<file path="config.mk">
export PLATFORM = sky130hd
export DESIGN_NAME = turntable_cv_generator_unit
export DESIGN_NICKNAME = d
export VERILOG_FILES = /design/src/rtl/tcg_pkg.sv /design/src/rtl/tcg_fifo.sv /design/src/rtl/tcg_front.sv /design/src/rtl/tcg_back.sv /design/src/rtl/turntable_cv_generator_unit.sv
export SDC_FILE = /design/constraint.sdc
export NUM_CORES = 2
export LEC_CHECK = 0
export BUFFER_PORTS_ARGS = -buffer_cell sky130_fd_sc_hd__buf_2
export CAP_MARGIN = 0
export CORE_MARGIN = 2
export CORE_UTILIZATION = 55
export CTS_CLUSTER_SIZE = 12
export DETAILED_ROUTE_END_ITERATION = 10
export HOLD_SLACK_MARGIN = 0.03
export PLACE_DENSITY = 0.72
export SLEW_MARGIN = 20
export SYNTH_ARGS = -nofsm -noshare
export SYNTH_HDL_FRONTEND = slang
export SYNTH_SLANG_ARGS = --single-unit
</file>
<file path="constraint.sdc">
create_clock -name clk -period 13.2 [get_ports clk]
set_clock_uncertainty 0.05 [all_clocks]
set_input_delay 0.66 -clock clk [delete_from_list [all_inputs] [get_ports clk]]
set_output_delay 0.66 -clock clk [all_outputs]
set_load 0.05 [all_outputs]
</file>
<file path="src/rtl/tcg_pkg.sv">
// Shared types and constants of the turntable CV generator.
package tcg_pkg;

	// Operation codes carried in the op field of an input transaction.
	localparam logic OP_UPDATE = 1'b0;
	localparam logic OP_TICK   = 1'b1;

	// Direction codes of the deadband classifier.
	localparam logic [1:0] DIR_NONE = 2'b00;
	localparam logic [1:0] DIR_POS  = 2'b01;
	localparam logic [1:0] DIR_NEG  = 2'b10;

	// Configuration register indexes (byte address divided by four).
	localparam logic [2:0] REG_FILTER_ALPHA = 3'd0;
	localparam logic [2:0] REG_ACCEL_GAIN   = 3'd1;
	localparam logic [2:0] REG_DIR_THRESH   = 3'd2;
	localparam logic [2:0] REG_GATE_THRESH  = 3'd3;
	localparam logic [2:0] REG_PULSE_LENGTH = 3'd4;

	// Full-scale level and speed limits.
	localparam logic [14:0]        LEVEL_MAX     = 15'd32767;
	localparam logic signed [15:0] PITCH_MIN     = -16'sd32768;
	localparam logic signed [15:0] PITCH_CLAMP   = -16'sd32767;
	localparam logic signed [25:0] ACCEL_MAX     = 26'sd32767;
	localparam logic signed [25:0] ACCEL_MIN     = -26'sd32767;
	localparam logic signed [26:0] SPEED_LIM_POS = 27'sd8388352;
	localparam logic signed [26:0] SPEED_LIM_NEG = -27'sd8388352;

	// Configuration register file contents.
	typedef struct packed {
		logic [15:0] filter_alpha;
		logic [7:0]  accel_gain;
		logic [14:0] direction_threshold;
		logic [14:0] gate_threshold;
		logic [15:0] pulse_length;
	} tcg_cfg_t;

	// One input transaction.
	typedef struct packed {
		logic               op;
		logic signed [15:0] pitch;
		logic [11:0]        platter_angle;
		logic [31:0]        play_position;
		logic [31:0]        play_length;
		logic [14:0]        fader_level;
		logic [14:0]        xfade_pos;
	} tcg_item_t;

	// One result transaction.
	typedef struct packed {
		logic signed [15:0] speed_cv;
		logic [14:0]        angle_cv;
		logic signed [15:0] accel_cv;
		logic [14:0]        position_cv;
		logic [14:0]        crossfader_cv;
		logic               gate_scratch;
		logic               gate_beat;
		logic               reverse_pulse;
	} tcg_result_t;

	// Classified command handed from the front end to the back end.
	typedef struct packed {
		logic               op;
		logic signed [15:0] pitch;
		logic [11:0]        angle;
		logic [31:0]        pos;
		logic [31:0]        len;
		logic [14:0]        volume;
		logic [1:0]         dir;
		logic               scratch;
		logic               beat;
		logic               pos_zero;
		logic               pos_full;
	} tcg_cmd_t;

endpackage

</file>
<file path="src/rtl/tcg_fifo.sv">
// Small register-based FIFO with push/full and pop/empty sides.
module tcg_fifo #(
	parameter int WIDTH = 8,
	parameter int DEPTH = 2
) (
	input  logic             clk,
	input  logic             arst_n,
	input  logic             push,
	input  logic [WIDTH-1:0] wdata,
	output logic             full,
	input  logic             pop,
	output logic [WIDTH-1:0] rdata,
	output logic             empty
);
	localparam int PW = (DEPTH > 1) ? $clog2(DEPTH) : 1;
	localparam int CW = $clog2(DEPTH + 1);

	logic [WIDTH-1:0] mem_q [DEPTH];
	logic [PW-1:0]    wr_ptr_q;
	logic [PW-1:0]    rd_ptr_q;
	logic [CW-1:0]    count_q;
	logic             do_push;
	logic             do_pop;

	assign full    = (count_q == CW'(DEPTH));
	assign empty   = (count_q == '0);
	assign do_push = push && !full;
	assign do_pop  = pop && !empty;
	assign rdata   = mem_q[rd_ptr_q];

	// Storage is written on every accepted push.
	always_ff @(posedge clk) begin
		if (do_push) begin
			mem_q[wr_ptr_q] <= wdata;
		end
	end

	// Pointers wrap at the depth; the count tracks occupancy.
	always_ff @(posedge clk or negedge arst_n) begin
		if (!arst_n) begin
			wr_ptr_q <= '0;
			rd_ptr_q <= '0;
			count_q  <= '0;
		end else begin
			if (do_push) begin
				wr_ptr_q <= (wr_ptr_q == PW'(DEPTH - 1)) ? '0 : wr_ptr_q + 1'b1;
			end
			if (do_pop) begin
				rd_ptr_q <= (rd_ptr_q == PW'(DEPTH - 1)) ? '0 : rd_ptr_q + 1'b1;
			end
			if (do_push && !do_pop) begin
				count_q <= count_q + 1'b1;
			end else if (do_pop && !do_push) begin
				count_q <= count_q - 1'b1;
			end
		end
	end
endmodule

</file>
<file path="src/rtl/tcg_front.sv">
// Front end: accepts input transactions, classifies them and queues commands.
module tcg_front #(
	parameter int DEPTH = 4
) (
	input  logic                clk,
	input  logic                arst_n,
	input  tcg_pkg::tcg_cfg_t   cfg,
	input  logic                push,
	input  tcg_pkg::tcg_item_t  item,
	output logic                full,
	input  logic                cmd_pop,
	output tcg_pkg::tcg_cmd_t   cmd,
	output logic                cmd_empty
);
	import tcg_pkg::*;

	tcg_cmd_t           cls;
	logic signed [15:0] pitch_c;
	logic signed [16:0] pitch_x;
	logic signed [16:0] thr_x;
	logic [15:0]        beat_lim;

	// Pitch clamp, deadband direction, gates and position special cases.
	always_comb begin
		pitch_c  = (item.pitch == PITCH_MIN) ? PITCH_CLAMP : item.pitch;
		pitch_x  = {pitch_c[15], pitch_c};
		thr_x    = {2'b00, cfg.direction_threshold};
		beat_lim = {1'b0, LEVEL_MAX} - {1'b0, cfg.gate_threshold};

		cls.op       = item.op;
		cls.pitch    = pitch_c;
		cls.angle    = item.platter_angle;
		cls.pos      = item.play_position;
		cls.len      = item.play_length;
		cls.volume   = item.fader_level;
		cls.scratch  = (item.xfade_pos > cfg.gate_threshold);
		cls.beat     = ({1'b0, item.xfade_pos} < beat_lim);
		cls.pos_zero = (item.play_length == '0);
		cls.pos_full = (item.play_position >= item.play_length);
		priority if (pitch_x > thr_x) begin
			cls.dir = DIR_POS;
		end else if (pitch_x < -thr_x) begin
			cls.dir = DIR_NEG;
		end else begin
			cls.dir = DIR_NONE;
		end
	end

	// Command queue toward the back end.
	tcg_fifo #(
		.WIDTH($bits(tcg_cmd_t)),
		.DEPTH(DEPTH)
	) u_cmd_fifo (
		.clk   (clk),
		.arst_n(arst_n),
		.push  (push),
		.wdata (cls),
		.full  (full),
		.pop   (cmd_pop),
		.rdata (cmd),
		.empty (cmd_empty)
	);
endmodule

</file>
<file path="src/rtl/tcg_back.sv">
// Back end: sequencer that applies updates and steps the filter on ticks.
module tcg_back (
	input  logic                 clk,
	input  logic                 arst_n,
	input  tcg_pkg::tcg_cfg_t    cfg,
	input  tcg_pkg::tcg_cmd_t    cmd,
	input  logic                 cmd_empty,
	output logic                 cmd_pop,
	input  logic                 res_full,
	output logic                 res_push,
	output tcg_pkg::tcg_result_t res
);
	import tcg_pkg::*;

	typedef enum logic [5:0] {
		ST_IDLE     = 6'b000001,
		ST_UPD_MUL  = 6'b000010,
		ST_UPD_FIN  = 6'b000100,
		ST_UPD_DIV  = 6'b001000,
		ST_TICK_MUL = 6'b010000,
		ST_TICK_OUT = 6'b100000
	} state_t;

	state_t             state_q;
	tcg_cmd_t           cmd_q;

	// Architectural state.
	logic signed [15:0] target_q;
	logic signed [23:0] smoothed_q;
	logic [11:0]        angle_q;
	logic signed [15:0] accel_q;
	logic [14:0]        position_q;
	logic [14:0]        volume_q;
	logic               scratch_q;
	logic               beat_q;
	logic [1:0]         last_dir_q;
	logic [15:0]        pulse_q;

	// Working registers.
	logic signed [25:0] accel_prod_q;
	logic [46:0]        num_q;
	logic [31:0]        rem_q;
	logic [14:0]        low_q;
	logic [14:0]        quo_q;
	logic [3:0]         bit_q;
	logic signed [41:0] prod_q;

	logic signed [16:0] diff;
	logic signed [24:0] dspeed;
	logic [32:0]        trial;
	logic               ge;
	logic signed [41:0] prod_adj;
	logic signed [26:0] s_sum;
	logic signed [23:0] s_cl;
	logic signed [23:0] s_bias;
	logic [26:0]        angle_mul;

	// Datapath terms of each step.
	always_comb begin
		diff      = {cmd_q.pitch[15], cmd_q.pitch} - {target_q[15], target_q};
		dspeed    = {target_q[15], target_q, 8'd0} - {smoothed_q[23], smoothed_q};
		trial     = {rem_q, low_q[14]};
		ge        = (trial >= {1'b0, cmd_q.len});
		prod_adj  = prod_q[41] ? (prod_q + 42'sd65535) : prod_q;
		s_sum     = {{3{smoothed_q[23]}}, smoothed_q} + {prod_adj[41], prod_adj[41:16]};
		priority if (s_sum > SPEED_LIM_POS) begin
			s_cl = SPEED_LIM_POS[23:0];
		end else if (s_sum < SPEED_LIM_NEG) begin
			s_cl = SPEED_LIM_NEG[23:0];
		end else begin
			s_cl = s_sum[23:0];
		end
		s_bias    = s_cl[23] ? (s_cl + 24'sd255) : s_cl;
		angle_mul = {angle_q, 15'd0} - {15'd0, angle_q};
	end

	// Result assembly and handshakes.
	always_comb begin
		res.speed_cv      = s_bias[23:8];
		res.angle_cv      = angle_mul[26:12];
		res.accel_cv      = accel_q;
		res.position_cv   = position_q;
		res.crossfader_cv = volume_q;
		res.gate_scratch  = scratch_q;
		res.gate_beat     = beat_q;
		res.reverse_pulse = (pulse_q != '0);
		cmd_pop  = (state_q == ST_IDLE) && !cmd_empty;
		res_push = (state_q == ST_TICK_OUT) && !res_full;
	end

	// Payload and working registers.
	always_ff @(posedge clk) begin
		if (cmd_pop) begin
			cmd_q <= cmd;
		end
		if (state_q == ST_UPD_MUL) begin
			accel_prod_q <= {{9{diff[16]}}, diff} * $signed({18'd0, cfg.accel_gain});
			num_q        <= {cmd_q.pos, 15'd0} - {15'd0, cmd_q.pos};
		end
		if (state_q == ST_TICK_MUL) begin
			prod_q <= {{17{dspeed[24]}}, dspeed} * $signed({26'd0, cfg.filter_alpha});
		end
		if (state_q == ST_UPD_FIN) begin
			rem_q <= num_q[46:15];
			low_q <= num_q[14:0];
			bit_q <= 4'd14;
		end
		if (state_q == ST_UPD_DIV) begin
			rem_q <= ge ? 32'(trial - {1'b0, cmd_q.len}) : trial[31:0];
			low_q <= {low_q[13:0], 1'b0};
			quo_q <= {quo_q[13:0], ge};
			bit_q <= bit_q - 1'b1;
		end
	end

	// Sequencer and architectural state.
	always_ff @(posedge clk or negedge arst_n) begin
		if (!arst_n) begin
			state_q    <= ST_IDLE;
			target_q   <= '0;
			smoothed_q <= '0;
			angle_q    <= '0;
			accel_q    <= '0;
			position_q <= '0;
			volume_q   <= '0;
			scratch_q  <= 1'b0;
			beat_q     <= 1'b0;
			last_dir_q <= DIR_NONE;
			pulse_q    <= '0;
		end else begin
			unique case (state_q)
				ST_IDLE: begin
					if (!cmd_empty) begin
						state_q <= (cmd.op == OP_TICK) ? ST_TICK_MUL : ST_UPD_MUL;
					end
				end
				ST_UPD_MUL: begin
					target_q  <= cmd_q.pitch;
					angle_q   <= cmd_q.angle;
					volume_q  <= cmd_q.volume;
					scratch_q <= cmd_q.scratch;
					beat_q    <= cmd_q.beat;
					// A reversal between two nonzero directions reloads the pulse.
					if (last_dir_q != DIR_NONE && cmd_q.dir != DIR_NONE &&
					    last_dir_q != cmd_q.dir) begin
						pulse_q <= cfg.pulse_length;
					end
					last_dir_q <= cmd_q.dir;
					state_q    <= ST_UPD_FIN;
				end
				ST_UPD_FIN: begin
					priority if (accel_prod_q > ACCEL_MAX) begin
						accel_q <= ACCEL_MAX[15:0];
					end else if (accel_prod_q < ACCEL_MIN) begin
						accel_q <= ACCEL_MIN[15:0];
					end else begin
						accel_q <= accel_prod_q[15:0];
					end
					priority if (cmd_q.pos_zero) begin
						position_q <= '0;
						state_q    <= ST_IDLE;
					end else if (cmd_q.pos_full) begin
						position_q <= LEVEL_MAX;
						state_q    <= ST_IDLE;
					end else begin
						state_q <= ST_UPD_DIV;
					end
				end
				ST_UPD_DIV: begin
					// One quotient bit per cycle, most significant first.
					if (bit_q == '0) begin
						position_q <= {quo_q[13:0], ge};
						state_q    <= ST_IDLE;
					end
				end
				ST_TICK_MUL: begin
					state_q <= ST_TICK_OUT;
				end
				ST_TICK_OUT: begin
					if (!res_full) begin
						smoothed_q <= s_cl;
						if (pulse_q != '0) begin
							pulse_q <= pulse_q - 1'b1;
						end
						state_q <= ST_IDLE;
					end
				end
				default: begin
					state_q <= ST_IDLE;
				end
			endcase
		end
	end
endmodule

</file>
<file path="src/rtl/turntable_cv_generator_unit.sv">
// Top level of the turntable CV generator: register file, front end, back end, result queue.
//
// Input transactions enter through push/full: an item is taken at a clock
// edge with push high and full low. A controller update (op 0) refreshes
// the stored pitch, acceleration, direction, reversal pulse, position and
// gates and yields no result. An output frame tick (op 1) steps the speed
// lowpass and yields one result with all CV levels and gates.
// Results leave through empty/pop: the oldest result is on the result
// port while empty is low and is taken at an edge with pop high.
// The back-end sequencer takes a tick through its multiply and output states
// and an update through its multiply and finish states, then through the
// bit-serial divider when the position fraction needs it (15 quotient bits,
// one per cycle); a tick result is pushed from the output state.
// A command queue of CMD_DEPTH entries lets the front keep accepting while
// the back end works; when the result queue (RES_DEPTH entries) is full,
// the back end waits on its tick and the command queue then fills.
// Reset clears all control and architectural state and loads register defaults; no clearing pass.
// Configuration uses an APB-style port, registers at byte address 4*i.
module turntable_cv_generator_unit #(
	parameter int CMD_DEPTH = 4,
	parameter int RES_DEPTH = 2
) (
	input  logic                 clk,
	input  logic                 arst_n,
	input  logic                 psel,
	input  logic                 penable,
	input  logic                 pwrite,
	input  logic [4:0]           paddr,
	input  logic [31:0]          pwdata,
	output logic [31:0]          prdata,
	output logic                 pready,
	input  logic                 push,
	input  tcg_pkg::tcg_item_t   item,
	output logic                 full,
	input  logic                 pop,
	output tcg_pkg::tcg_result_t result,
	output logic                 empty
);
	import tcg_pkg::*;

	tcg_cfg_t    cfg_q;
	logic [2:0]  reg_idx;
	logic        wr_en;
	tcg_cmd_t    cmd;
	logic        cmd_empty;
	logic        cmd_pop;
	logic        res_full;
	logic        res_push;
	tcg_result_t res;

	assign pready  = 1'b1;
	assign reg_idx = paddr[4:2];
	assign wr_en   = psel && penable && pwrite && pready;

	// Register writes; addresses past the last register are ignored.
	always_ff @(posedge clk or negedge arst_n) begin
		if (!arst_n) begin
			cfg_q.filter_alpha        <= 16'd1000;
			cfg_q.accel_gain          <= 8'd10;
			cfg_q.direction_threshold <= 15'd328;
			cfg_q.gate_threshold      <= 15'd16384;
			cfg_q.pulse_length        <= 16'd480;
		end else if (wr_en) begin
			unique case (reg_idx)
				REG_FILTER_ALPHA: cfg_q.filter_alpha        <= pwdata[15:0];
				REG_ACCEL_GAIN:   cfg_q.accel_gain          <= pwdata[7:0];
				REG_DIR_THRESH:   cfg_q.direction_threshold <= pwdata[14:0];
				REG_GATE_THRESH:  cfg_q.gate_threshold      <= pwdata[14:0];
				REG_PULSE_LENGTH: cfg_q.pulse_length        <= pwdata[15:0];
				default: begin
				end
			endcase
		end
	end

	// Register readback.
	always_comb begin
		unique case (reg_idx)
			REG_FILTER_ALPHA: prdata = {16'd0, cfg_q.filter_alpha};
			REG_ACCEL_GAIN:   prdata = {24'd0, cfg_q.accel_gain};
			REG_DIR_THRESH:   prdata = {17'd0, cfg_q.direction_threshold};
			REG_GATE_THRESH:  prdata = {17'd0, cfg_q.gate_threshold};
			REG_PULSE_LENGTH: prdata = {16'd0, cfg_q.pulse_length};
			default:          prdata = '0;
		endcase
	end

	tcg_front #(
		.DEPTH(CMD_DEPTH)
	) u_front (
		.clk      (clk),
		.arst_n   (arst_n),
		.cfg      (cfg_q),
		.push     (push),
		.item     (item),
		.full     (full),
		.cmd_pop  (cmd_pop),
		.cmd      (cmd),
		.cmd_empty(cmd_empty)
	);

	tcg_back u_back (
		.clk      (clk),
		.arst_n   (arst_n),
		.cfg      (cfg_q),
		.cmd      (cmd),
		.cmd_empty(cmd_empty),
		.cmd_pop  (cmd_pop),
		.res_full (res_full),
		.res_push (res_push),
		.res      (res)
	);

	// Result queue toward the consumer.
	tcg_fifo #(
		.WIDTH($bits(tcg_result_t)),
		.DEPTH(RES_DEPTH)
	) u_res_fifo (
		.clk   (clk),
		.arst_n(arst_n),
		.push  (res_push),
		.wdata (res),
		.full  (res_full),
		.pop   (pop),
		.rdata (result),
		.empty (empty)
	);
endmodule

</file>
==> impl_metrics.ini <==
[timing]
setup_viol = 0
whs_ps = 86.8
post-route-min-period_ps = 10190
maxSlewHeadroom_pct = 26.7
rsz0062_at_grt = false
fmax_mhz = 98.2
worst_pin_slew_ps = 1090
report.final.hold_viol_count = 0
period_share_pct = 77.2
final.setup.tns_ps = 0
slew_violations = 0

[flow_run]
drv_cap = 0

[die]
coreArea_um2 = 127000
dieArea_um2 = 131000
die_w_um = 362
initial_core_util_pct = 55.4
row_count = 131
die_height_um = 362
ios = 282

[clocking]
cts_tree = done
path_clk_slew_ps = 60
insertion_delay_ps = 760
cts_setup_buffers = 0
cts_sinks = 1114
root_buffer = clkbuf_16
cts-buffers-inserted = 116
postCtsResizedCells = 0
h-tree-depth = 3
ctsLongestPathBuffers = 3
hold_buffers = 12

[synthesis]
yosysWarnings = 0
ys.flop_type = edfxtp_1
synth_top_area_share_pct = 38.6
synth_cell_type_count = 111
syn_inst = 5954
synth_commonest_cells = 908 x edfxtp_1, 861 x inv_1, 672 x nand2_1, 503 x fa_1, 367 x ha_1
synth_area_leaders = edfxtp_1 39%, fa_1 14%, dfrtp_1 6.7%, ha_1 6.5%, inv_1 4.6%
synth_top_area_cell = edfxtp_1
synth.avg_cell_area_um2 = 11.8
ys_seq_area_share_pct = 46.0
synth-async-reset-ratio_pct = 18.4
synth_area_um2 = 70600
synth.most_common_cell = edfxtp_1
synth_edf_count = 908
yosys_register_bits = 1114

[grt]
grt_max_degree = 82
grt_pass1_wl_um = 260000
grt_use_total_pct = 25.5
grt_pass1_vias = 46700
antenna_found_initial = 3
overflow = 0

[finish]
fin_area_um2 = 77400
final_cells = 7916
drive_above_1_share_pct = 12.9
nets = 7198
area_growth_pct = 9.66

[setup_path]
slowest_stage = xnor2_2
crit_path_frequent_cell = fa_1
slowest_delay_ps = 810
r2r_cells = 32
arrival_ps = 10610
start_kind = flip-flop
critPathCaptureType = flip-flop
cp.required_ps = 13620
crit_path_start = u_back.smoothed_q[0]
timing.rr.start = u_back.smoothed_q[0]
crit_type = reg2reg
crit_fanout = 21

[route]
first_iter_violations = 3499
ant_nets = 0
vias = 45100
routed_wl_um = 163000
wl_per_cell_um = 20.6
drtPass1Iterations = 8
drt-vias-per-instance = 5.70
drc = 0

[outcome]
outcome = finished clean

[place]
post-place-cells = 7691
dp_hpwl_um = 115000
placed_area_um2 = 73500
io_buffers = 246
routabilityCongestion = 0.885

[worst_hold_path]
whs_path_depth = 1
hold_class = in2reg
min_from = item[22]
[per-stage QoR]
step / util, % / setup slack (ps)
after floorplan: - / 4620
after global placement: 57.7 / 3290
after detailed placement: 57.7 / 3050
after CTS: 60.7 / 3050
after global routing: 60.7 / 2280
final: 60.7 / 3010
[area by class of cell]
type                       count  area (um^2)
clock inverter                35          500
tap                         1662         2080
multi-input combinational   3752        34100
timing repair buffer         314         1800
sequential                  1114        32400
clock buffer                 175         3180
fill                        9911        50000
antenna                        1         2.50
inverter                     863         3240
[kinds of logic after synthesis]
logic type	after synthesis	synth area share [%]
AND/OR/NAND/NOR	1508	10.3
multiplexers	274	6.13
AO/OA/AOI/OAI	853	7.87
adder cells (fa/ha/maj)	870	20.8
XOR/XNOR	230	2.89
flip-flops	1114	46.0
buffers and inverters	1103	6.02
other	2	0.0106
[sequential cells by signal, summed over array words and instances (netlist names), 4 cells and up]
name and count:
u_back.low_q 15, u_back.prod_q 42, u_back.rem_q 32, u_back.position_q 15
u_back.volume_q 15, u_back.pulse_q 16, u_back.state_q 6, u_back.accel_prod_q 26
u_back.accel_q 16, u_back.angle_q 12, u_front.u_cmd_fifo.mem_q 456, cfg_q 70
u_back.cmd_q 113, u_back.quo_q 14, u_res_fifo.mem_q 160, u_back.num_q 47
u_back.bit_q 4, u_back.smoothed_q 24, u_back.target_q 16
[worst paths after layout]
| path | end | slack [ps] |
|---|---|---|
| min reg2reg | u_back.angle_q[3] | 380 |
| min in group asynchronous | u_back.volume_q[10] | 520 |
| max reg2reg | u_back.prod_q[40] | 3010 |
| max | u_back.prod_q[40] | 3010 |
| min | u_front.u_cmd_fifo.mem_q[3][13] | 90 |
| max in group asynchronous | cfg_q[48] | 11050 |
[critical path, delay by kind of cell (launching register included)]
| kind | cells | cell delay [ps] |
|---|---|---|
| AOI/OAI and AO/OA | 14 | 3190 |
| xor gates and xnor gates | 2 | 980 |
| adders and majority gates | 8 | 3660 |
| buffers and inverters | 4 | 340 |
| DFF | 1 | 650 |
| and+or+nand+nor | 4 | 1080 |
[metal layers]
layer / global-route usage, % / part of all wire [%] / vias up
met5: 0 / 0.0043 / -
met4: 7.70 / 2.7 / 2
met3: 3.28 / 5.8 / 263
met2: 42.7 / 49 / 1281
met1: 34.9 / 43 / 22800
li1: - / - / 20700
[placed cells by master, fill, tap and decap left out, drive strengths merged, types with 21 or more instances in the layout]
| master | netlist | routed |
|---|---|---|
| a22oi | 22 | 22 |
| nand4 | 34 | 34 |
| nand2b | 36 | 36 |
| a21oi | 196 | 196 |
| clkbuf | 191 | 176 |
| nor4 | 45 | 45 |
| mux4 | 114 | 114 |
| o21bai | 32 | 32 |
| edfxtp | 908 | 908 |
| o21a | 34 | 34 |
| ha | 367 | 367 |
| nor2 | 181 | 181 |
| and2 | 246 | 246 |
| o21ai | 253 | 253 |
| mux2i | 33 | 33 |
| nand2 | 674 | 674 |
| nand3 | 63 | 63 |
| xnor2 | 169 | 169 |
| mux2 | 127 | 127 |
| and3 | 24 | 24 |
| a21boi | 24 | 24 |
| o211ai | 21 | 21 |
| nor3 | 70 | 70 |
| buf | 49 | 301 |
| a31oi | 28 | 28 |
| nor2b | 51 | 51 |
| dfrtp | 188 | 188 |
| clkinv | 1 | 23 |
| a21o | 85 | 85 |
| xor2 | 61 | 61 |
| fa | 503 | 503 |
| inv | 862 | 865 |
Power is not shown: default switching activity piles up to over one toggle a cycle in this logic, so the estimate is an artifact.
